## src/sv/tbse_pkg.sv

```systemverilog
`default_nettype none
// ----------------------------------------------------------------------------
// tbse_pkg
// Shared widths, types and codes of the two-branch subcarrier equalizer.
// ----------------------------------------------------------------------------
package tbse_pkg;

    localparam int SAMPLE_WIDTH    = 16;
    localparam int MAX_SUBCARRIERS = 1024;
    localparam int IDX_W           = $clog2(MAX_SUBCARRIERS);
    localparam int LEN_W           = 11;
    localparam int EQ_W            = 24;
    localparam int EST_W           = 2 * SAMPLE_WIDTH;
    localparam int PROD_W          = 2 * SAMPLE_WIDTH;
    localparam int NUM_W           = 2 * SAMPLE_WIDTH + 2;
    localparam int DEN_W           = SAMPLE_WIDTH + 1;
    localparam int MAG_W           = 2 * SAMPLE_WIDTH + 2;
    localparam int P_W             = NUM_W + DEN_W;
    localparam int DCNT_W          = $clog2(P_W + 1);

    localparam logic [LEN_W-1:0] LEN_RESET = LEN_W'(64);
    localparam logic [LEN_W-1:0] LEN_MIN   = LEN_W'(2);
    localparam logic [LEN_W-1:0] LEN_MAX   = LEN_W'(MAX_SUBCARRIERS);

    localparam logic [P_W-1:0] Q_HI_MAG = P_W'((64'd1 << (EQ_W - 1)) - 64'd1);
    localparam logic [P_W-1:0] Q_LO_MAG = P_W'(64'd1 << (EQ_W - 1));

    typedef logic signed [SAMPLE_WIDTH-1:0] t_smp;

    typedef struct packed {
        t_smp y0_re;
        t_smp y0_im;
        t_smp y1_re;
        t_smp y1_im;
        t_smp h0_re;
        t_smp h0_im;
        t_smp h1_re;
        t_smp h1_im;
        logic last;
    } t_item;

    typedef struct packed {
        logic push;
        logic full;
    } t_qctl;

    typedef enum logic [2:0] {
        ST_IDLE,
        ST_MUL,
        ST_SUM,
        ST_MUL2,
        ST_SUM2,
        ST_DIV,
        ST_DONE
    } t_state;

endpackage
`default_nettype wire

```

## src/sv/tbse_queue.sv

```systemverilog
`default_nettype none
// ----------------------------------------------------------------------------
// tbse_queue
// Two-entry item queue between front and back.
// ----------------------------------------------------------------------------
module tbse_queue (
    input  wire logic            i_clk,
    input  wire logic            i_rst_n,
    input  wire tbse_pkg::t_qctl i_qctl,
    input  wire tbse_pkg::t_item i_item,
    output logic                 o_full,
    input  wire logic            i_pop,
    output logic                 o_empty,
    output tbse_pkg::t_item      o_item
);
    tbse_pkg::t_item r_mem [2];
    logic            r_wp, r_rp;
    logic [1:0]      r_cnt;
    logic            do_pop;

    assign o_full  = r_cnt == 2'd2;
    assign o_empty = r_cnt == 2'd0;
    assign o_item  = r_mem[r_rp];
    assign do_pop  = i_pop && !o_empty;

    always_ff @(posedge i_clk) begin
        if (!i_rst_n) begin
            r_wp  <= 1'b0;
            r_rp  <= 1'b0;
            r_cnt <= '0;
        end else begin
            if (i_qctl.push) begin
                r_wp <= !r_wp;
            end
            if (do_pop) begin
                r_rp <= !r_rp;
            end
            r_cnt <= r_cnt + 2'(i_qctl.push) - 2'(do_pop);
        end
    end

    always_ff @(posedge i_clk) begin
        if (i_qctl.push) begin
            r_mem[r_wp] <= i_item;
        end
    end
endmodule
`default_nettype wire

```

## config.mk

```make
export PLATFORM = sky130hd
export DESIGN_NAME = tbse_queue
export DESIGN_NICKNAME = d
export VERILOG_FILES = /design/src/sv/tbse_pkg.sv /design/src/sv/tbse_queue.sv
export SDC_FILE = /design/constraint.sdc
export NUM_CORES = 1
export LEC_CHECK = 0
export BUFFER_PORTS_ARGS = -buffer_cell sky130_fd_sc_hd__buf_4
export CORE_ASPECT_RATIO = 2
export CORE_MARGIN = 4
export CORE_UTILIZATION = 40
export CTS_CLUSTER_DIAMETER = 200
export DETAILED_ROUTE_END_ITERATION = 8
export SETUP_SLACK_MARGIN = 0.5
export SYNTH_ARGS = -nofsm -noshare
export SYNTH_HDL_FRONTEND = slang
export SYNTH_SLANG_ARGS = --single-unit
```

## constraint.sdc

```tcl
create_clock -name i_clk -period 13.4 [get_ports i_clk]
set_input_delay 0.67 -clock i_clk [delete_from_list [all_inputs] [get_ports i_clk]]
set_output_delay 0.67 -clock i_clk [all_outputs]
set_load 0.02 [all_outputs]
```

Word level (Yosys, flattened, before mapping)
Memories as Yosys holds them, arrays and structs flattened. A register that Yosys moved wholly into a read port is not among the register bits.
Index checks and enable logic that the tools add are counted.

storage, ports and cells
  memory bits (read-only) = 0
  memories = 1
  bits in latches = 0
  output and inout bits = 131
  logic and storage cells = 16
  bits in registers = 4
  RAM bits = 258

memory list
  memory  depth  bits a word  read ports  clocked after Yosys merged registers in  wr ports  RTL line          RTL
  r_mem   2      129          1           1                                        1         tbse_queue.sv:16  tbse_pkg::t_item r_mem [2];

operators by class
  shift operators = 0
  mux-type cells = 4
  divide/modulo/power cells = 0
  multiply operators = 0
  eq/ne operators = 1
  reductions and logical operators = 5
  add/sub/neg operators = 2
  order comparisons = 0
  bitwise logic cells = 0

operator list
  cell                  number
  $mux W1               4
  $logic_not A1 Y1      3
  $add A2 B1 Y2         1
  $eq A2 B2 Y1 const B  1
  $logic_not A2 Y1      1
  $sub A2 B1 Y2         1
  $logic_and A1 B1 Y1   1

Logic depth before layout (Yosys ltp)
Gate-level depths: netlist of the first run.

  depth after elaboration = 5
  mapped depth = 6
  depth with buffers taken out = 6

Worst setup path before layout of the first run
No wires, ideal clock.

  kind = in2reg
  from = input port i_qctl[1] (netlist name)
  to = memory r_mem[0][0] (netlist name), enable pin
  data arrival time = 6.292 ns
  data required time = 12.766 ns
  setup time = 0.634 ns
  path buffers = 0
  setup slack = 6.474 ns
  cell stages on the path = 1
  cell sequence = nor2b_1

on the way
  word-level cells in the longest chain between the ends = 2

RTL lines
  item                           RTL line          RTL
  start, declared                tbse_queue.sv:9   input wire tbse_pkg::t_qctl i_qctl,
  $mux W1                        tbse_queue.sv:43  if (i_qctl.push) begin
  $mux W1 (implied by the code)  tbse_queue.sv:44  r_mem[r_wp] <= i_item;
  end, declared                  tbse_queue.sv:16

No other way between the ends.

==> metrics.txt, run 1 <==
Critical R2R Launch=r_wp$_SDFFE_PN0P_; drt first-iter violations=slightly above 200; global route total overflow=0; clock skew=7.23 ps; TritonCTS Buffers=24; via count=4926; Final Hold Fails=0; pin count of the biggest net entering global routing=74; Final WS setup=between 9000 and 10000 ps; layout cell share with drive strength beyond 1=0.612; Reg power frac=0.454; Place WS=roughly 10000 ps; core box area=23400 sq um; IO Count=around 270; met2 Usage GRT=0.301; status=complete, no violations; number of max-cap violations=0; total power=2.17 mW; Reg clk slew, reported paths=about 70 ps; initial antenna violation count=3; r2r endpoint=r_mem[1][40]$_DFFE_PP_; htree depth=1; Setup crit end kind=primary output; drt wl/cell=~21 microns; DPL Wire Length=~14000 microns; cts hold-fix bufs=0; Synth Instances=424; commonest cells after routing, fill and taps aside=buf_4 (267), edfxtp_1 (258), mux2_2 (129); I/O Buffers=263; Initial Util=0.409; kind of critical path=flip-flop to primary output; clk root buf=clkbuf_16; post_cts resized=0; # clock sinks=between 200 and 300; fin crit share=0.264; fin nets=roughly 840; clock power share=0.325; Worst EP required=roughly 13000 ps; register bit total from synthesis=roughly 260; synth-to-layout area growth=31.8%; Sw Pwr=564 uW; PD cells=approximately 170 nW/um^2; Critical Path AT=2870 ps; Internal Power=approximately 1.6 mW; Die Wd=between 100 and 150 microns; GR met3 Demand/Resource=0.0338; hold endpoint=r_mem[1][99]$_DFFE_PP_; Total GRT Usage=0.149; first-pass GRT wire length=just over 30000 microns; Initial DRT Pass Iterations=4; CP startpoint kind=flip-flop; worst vdd ir=between 0.15 and 0.2 mV; CTS tree=done; worst r2r path cells=2; total number of yosys warnings=0; Routed Antenna Nets=0; minimum clock period after layout=~3500 ps; Gate power share=0.220; routability cong.=roughly 0.73; min-delay src=i_item[99]; Syn Nets=560; die area=26700 sq um; HP Class=input pin to flip-flop; switching part of the total=0.260; CP max FO=73; vias in the first global route=5466; Seq/Total Area, Yosys=0.818; Total Wirelength=~21000 microns; clk buf depth=3; Finished Layout Cells=1007; RSZ-0062 raised after global routing=no; Post-CTS Setup Inserts=0; worst-skew pair later-pin latency=~520 ps; leakage dissipation=around 4.7 nW; R2R Setup Slk=between 10000 and 15000 ps; post-DR vias/cell=about 4.9; cell row count=between 70 and 80; Slew Limit Headroom=0.343; highest clock rate=between 200 and 300 MHz; DP Cell Count=960; Residual DRC=0; final hold slack=335 ps; Final setup viols=0; worst-margin pin slew=roughly 990 ps; GRT busiest layer=met2; Hold Path Stages=1; Setup Total Neg Slack=0 ps; most common cell after layout, fill and taps aside=buf_4; Die Height=227 microns; synth unique cells=15; Post-Syn Area=between 9000 and 10000 sq um; synthesized area per cell=22.6 sq um; max-slew violations=0; met1 usage=0.135
[cell families after synthesis]
logic type	Yosys count	share of synthesized area
flops	263	0.818
buf+inv	16	0.0166
simple gates	9	0.00535
compound gates	2	0.00156
fa+ha+maj	2	0.00261
xor+xnor	1	0.00235
mux	131	0.154
[synthesized netlist by cell type]
cell | number | area [sq um]
ha_1 | 2 | 25.0
mux2_2 | 129 | 1450
buf_2 | 1 | 5.00
buf_6 | 13 | 146
nand2b_1 | 1 | 6.26
o21a_1 | 2 | 15.0
xnor3_1 | 1 | 22.5
mux2i_1 | 2 | 20.0
edfxtp_1 | 258 | 7750
nor2b_1 | 4 | 25.0
nor2_1 | 1 | 3.75
and2_1 | 2 | 12.5
inv_1 | 2 | 7.51
dfxtp_1 | 5 | 100
nand2_1 | 1 | 3.75
[routing by layer]
| metal | up-vias | part of all wire | wire, microns |
|---|---|---|---|
| li1 | 2241 | - | - |
| met5 | - | 0 | 0 |
| met2 | 177 | 0.59 | 12300 |
| met3 | 46 | 0.056 | 1160 |
| met4 | 0 | 0.047 | 986 |
| met1 | 2462 | 0.31 | 6430 |
[how the worst max path moves through the flow]
stage              start                    end  slack (ps)  depth (start not counted)
3_3_place_gp   flip-flop            o_item[124]       10350                          3
3_5_place_dp   flip-flop            o_item[127]       10290                          3
6_report       flip-flop             o_item[95]        9860                          3
2_1_floorplan  i_qctl[1]  r_mem[0][0]$_DFFE_PP_        6470                          1
5_1_grt        flip-flop             o_item[95]        9660                          3
4_1_cts        flip-flop             o_item[85]        9740                          3
[flip-flops by register name (all words and copies together), names as in the netlist, named ones only]
signal  flops
r_mem     258
r_wp        1
r_rp        1
r_cnt       2
[power groups by stage]
stage	clock [mW]	combinational, mW	sequential (mW)
final	0.707	0.479	0.987
after global routing	0.758	0.506	0.994
after CTS	0.730	0.489	0.989
after detailed placement	0	0.487	1.01
after global placement	0	0.483	1.00
after floorplan	0	0.317	0.988
[critical path, stage by stage, from the launching register on]
cell     delay, ps
dfxtp_4        840
buf_4          860
mux2_2         430
buf_4          160
[cell type report]
cell class	count	area, sq um
sequential	263	7850
inverter	2	7.51
timing repair buffer	267	2000
multi-input combinational	145	1600
clock inverter	17	191
clock buffer	27	633
antenna	3	7.51
fill	1882	10800
tap	283	354
[per-stage QoR]
stage	utilization	area (sq um)
floorplan	-	9590
global placement	0.504	11800
detailed placement	0.504	11800
CTS	0.539	12600
global route	0.540	12600
finish	0.540	12600
Power figures use the tool's default switching activity.
==> inputs of run 2 (changes only) <==
==> constraint.sdc (replaced) <==
create_clock -name i_clk -period 3.4 [get_ports i_clk]
set_input_delay 0.17 -clock i_clk [delete_from_list [all_inputs] [get_ports i_clk]]
set_output_delay 0.17 -clock i_clk [all_outputs]
set_load 0.02 [all_outputs]
==> metrics.txt, run 2 (synthesis gave the netlist of run 1 again) <==
status=complete, no violations; switching part of the total=0.258; I/O Buffers=roughly 260; worst-margin pin slew=roughly 700 ps; HP Class=input pin to flip-flop; Routed Antenna Nets=0; Largest register FFs=between 200 and 300; post_cts resized=0; clk root buf=clkbuf_16; clock power share=0.316; commonest cells after routing, fill and taps aside=buf_4 (267), edfxtp_1 (258), dlygate4sd3_1 (131); post-DR vias/cell=around 4.7; cell row count=79; clock skew=~6.8 ps; Largest stage delay, worst path=between 600 and 700 ps; die area=26700 sq um; biggest regs=r_mem x258, r_cnt x2; CTS tree=done; Sw Pwr=approximately 2.2 mW; Worst EP required=around 3200 ps; vias in the first global route=between 6k and 7k; Gate power share=0.240; worst vdd ir=around 0.51 mV; Final Hold Fails=0; Top reg by flops=r_mem; initial antenna violation count=3; Seq. cell area=7850 sq um; area of the multi-input gates=~1600 sq um; drt wl/cell=19.1 microns; highest clock rate=about 420 MHz; total power=8.68 mW; most common cell after layout, fill and taps aside=buf_4; Setup Total Neg Slack=0 ps; Slew Limit Headroom=0.538; number of max-cap violations=0; Initial DRT Pass Iterations=4; Residual DRC=0; max-slew violations=0; Die Height=approximately 230 microns; fin nets=around 1000; RSZ-0062 raised after global routing=no; routability cong.=approximately 0.73; Internal Power=6.44 mW; first-pass GRT wire length=between 30000 and 40000 microns; Reg clk slew, reported paths=around 60 ps; Slowest-stage cell, CP=dfxtp_4; CP max FO=just under 60; Post-CTS Setup Inserts=0; synth-to-layout area growth=46.0%; Reg power frac=0.445; Setup crit end kind=primary output; htree depth=1; worst-skew pair later-pin latency=between 500 and 600 ps; Initial Util=0.409; TritonCTS Buffers=24; drt first-iter violations=around 260; Critical Path AT=between 2000 and 2500 ps; core box area=roughly 23000 sq um; fin crit share=0.693; CP Cell Sequence=buf_12 > mux2_2 > buf_4; R2R Setup Slk=approximately 1800 ps; kind of critical path=flip-flop to primary output; pin count of the biggest net entering global routing=between 80 and 90; DPL Wire Length=between 10000 and 15000 microns; CP startpoint kind=flip-flop; Final setup viols=0; leakage dissipation=about 5.3 nW; global route total overflow=0; # clock sinks=approximately 260; Total Wirelength=~22000 microns; Fill cells=approximately 1.8k; clk buf depth=3; PD cells=slightly above 600 nW/um^2; via count=~5.4k; Die Wd=between 100 and 150 microns; minimum clock period after layout=around 2400 ps; IO Count=about 270; Total GRT Usage=0.157; layout cell share with drive strength beyond 1=0.516
[run 2: layout make-up]
cell class              count  share of cell area
inverters                   2            0.000536
clock inverters            11             0.00974
clock buffers              31              0.0484
repair buffers            401               0.241
flip-flops and latches    263               0.561
diodes                      3            0.000536
multi-input cells         145               0.114
well taps                 283              0.0253
[run 2: worst paths after layout]
path,startpoint,cells past startpoint,endpoint
max,flip-flop,3,o_item[88]
min,i_qctl[1],3,r_cnt[0]$_SDFF_PN0_
max reg2reg,r_wp$_SDFFE_PN0P_,4,r_wp$_SDFFE_PN0P_
min reg2reg,r_rp$_SDFFE_PN0P_,2,flip-flop
[run 2: power by group through the flow]
stage	registers [mW]	logic [mW]	clock network, mW
2_1_floorplan	3.87	1.25	0
6_report	3.86	2.08	2.74
4_1_cts	3.86	2.11	2.83
3_3_place_gp	3.92	1.96	0
3_5_place_dp	3.94	1.97	0
5_1_grt	3.88	2.19	2.95
[run 2: critical path: cells and delay by family, from the launching register on]
| kind | cells | cell delay (ps) |
|---|---|---|
| DFF | 1 | 640 |
| buffers and inverters | 2 | 510 |
| muxes | 1 | 410 |
[run 2: what timing repair did]
action / 4_1_cts / 5_1_grt
hold endpoints to repair: 263 / 0
endpoints found under the setup margin: 0 / 0
hold buffers: 131 / 0
[run 2: metrics by stage]
step	instance area (sq um)	utilization	setup slack (ps)	instances	hold slack, ps
finish	14000	0.598	1040	1139	27.3
global route	14000	0.598	925	1139	25.5
CTS	14000	0.598	991	1136	2.35
detailed placement	11900	0.507	1560	963	358
global placement	11900	0.507	1580	963	355
floorplan	9600	-	728	424	269
[run 2: layer usage]
layer | GRT usage | routed length (microns) | vias to the layer above
met5 | 0 | 0 | -
met4 | 0.0678 | 705 | 0
met3 | 0.0318 | 1020 | 40
met2 | 0.323 | 13100 | 166
met1 | 0.147 | 6840 | 2641
li1 | - | - | 2511
==> inputs of run 3 (changes only) <==
==> constraint.sdc (replaced) <==
create_clock -name i_clk -period 2.2 [get_ports i_clk]
set_input_delay 0.11 -clock i_clk [delete_from_list [all_inputs] [get_ports i_clk]]
set_output_delay 0.11 -clock i_clk [all_outputs]
set_load 0.02 [all_outputs]
==> metrics.txt, run 3 (synthesis gave the netlist of run 1 again) <==
status=complete, no violations; Reg clk slew, reported paths=~70 ps; Total GRT Usage=0.169; worst vdd ir=~0.74 mV; initial antenna violation count=2; TritonCTS Buffers=23; drt first-iter violations=between 150 and 200; max-slew violations=0; worst-skew pair later-pin latency=520 ps; fin nets=~1k; routability cong.=around 0.74; clk root buf=clkbuf_16; commonest cells after routing, fill and taps aside=edfxtp_1 (258), buf_4 (169), dlygate4sd3_1 (133); cell row count=79; CP startpoint kind=flip-flop; Initial Util=0.409; fin crit share=0.860; Worst EP required=between 2000 and 2500 ps; Total Wirelength=between 20000 and 25000 microns; WL met2=around 14000 microns; most common cell after layout, fill and taps aside=edfxtp_1; kind of critical path=flip-flop to primary output; Die Wd=118 microns; clk buf depth=3; Final Hold Fails=0; synth-to-layout area growth=60.2%; Top reg by flops=r_mem; die area=~27000 sq um; Critical Path AT=~1800 ps; Fill cells=approximately 1.5k; highest clock rate=around 530 MHz; first-pass GRT wire length=34800 microns; # clock sinks=approximately 260; Residual DRC=0; final hold slack=approximately 320 ps; drt wl/cell=21.1 microns; Initial DRT Pass Iterations=4; CTS tree=done; vias in the first global route=6377; Slew Limit Headroom=0.603; leakage dissipation=around 6.0 nW; Post-Route M1 WL=8410 microns; PD cells=about 970 nW/um^2; IO Count=265; worst-margin pin slew=approximately 600 ps; via count=roughly 5.6k; pin count of the biggest net entering global routing=91; Setup crit end kind=primary output; CP max FO=4; DPL Wire Length=approximately 14000 microns; global route total overflow=0; RSZ-0062 raised after global routing=yes; I/O Buffers=~260; clock skew=roughly 13 ps; HP Class=input pin to flip-flop; post-DR vias/cell=4.78; total power=between 10 and 15 mW; Largest register FFs=258; Top Layer Used=met4; biggest regs=r_mem x258, r_cnt x2; Routed Antenna Nets=0; met3 WL=roughly 1400 microns; number of max-cap violations=0; core box area=23400 sq um; R2R Setup Slk=750 ps; fin util=0.656; minimum clock period after layout=about 1900 ps; Setup Total Neg Slack=0 ps; htree depth=1; Die Height=227 microns; layout cell share with drive strength beyond 1=0.528; Final setup viols=0
[run 3: changes by cell type in the layout (fill, tap and decap cells not counted), moves of 2 or more]
cell,change
buf_16,+12
mux2_4,+96
bufinv_16,+2
mux2_2,-96
clkbuf_8,-3
clkinv_1,+3
buf_6,+99
clkbuf_16,+3
buf_4,-98
dlygate4sd3_1,+2
buf_12,+8
[run 3: layer usage]
| metal | track usage | vias to the layer above |
|---|---|---|
| li1 | - | 2566 |
| met1 | 0.175 | 2726 |
| met2 | 0.317 | 219 |
| met3 | 0.0343 | 69 |
| met4 | 0.0947 | 0 |
| met5 | 0 | - |
[run 3: layout make-up]
class,instances,area [sq um],area share
multi-input combinational,145,1960,0.127
antenna,4,10.0,0.000651
clock buffer,25,583,0.0379
tap,283,354,0.0230
clock inverter,17,215,0.0140
inverter,2,7.51,0.000488
timing repair buffer,429,4390,0.286
sequential,263,7850,0.511
[run 3: worst paths after layout]
kind                             from                      to  cells past startpoint
setup / recovery            flip-flop             o_item[126]                      5
hold / removal             i_item[21]  r_mem[1][21]$_DFFE_PP_                      2
setup reg to reg  r_cnt[1]$_SDFF_PN0_     r_cnt[1]$_SDFF_PN0_                      6
hold reg to reg     r_rp$_SDFFE_PN0P_               flip-flop                      2
[run 3: what timing repair did]
action,4_1_cts,5_1_grt
hold buffers,133,0
setup buffers,9,1
hold endpoints to repair,263,0
gates resized for setup,84,128
gates cloned,9,5
endpoints found under the setup margin,129,129
[run 3: stage by stage]
| step | cells | setup slack, ps | cell area (sq um) |
|---|---|---|---|
| after floorplan | 424 | -462 | 9600 |
| after global placement | 965 | 628 | 11900 |
| after detailed placement | 965 | 598 | 11900 |
| after CTS | 1158 | 277 | 14700 |
| after global routing | 1166 | 267 | 15400 |
| final | 1168 | 309 | 15400 |
[run 3: critical path, cell delays in order, from the launching register on]
cell and delay [ps]:
dfxtp_4 390, buf_12 130, buf_12 140, clkbuf_16 150
mux2_4 300, buf_6 130
[run 3: power by group]
| group | internal [mW] | total [mW] | switching, mW |
|---|---|---|---|
| Clock | 2.51 | 4.25 | 1.73 |
| Sequential | 5.81 | 5.91 | 0.0995 |
| Combinational | 2.70 | 4.78 | 2.08 |
| Total | 11.0 | 14.9 | 3.91 |
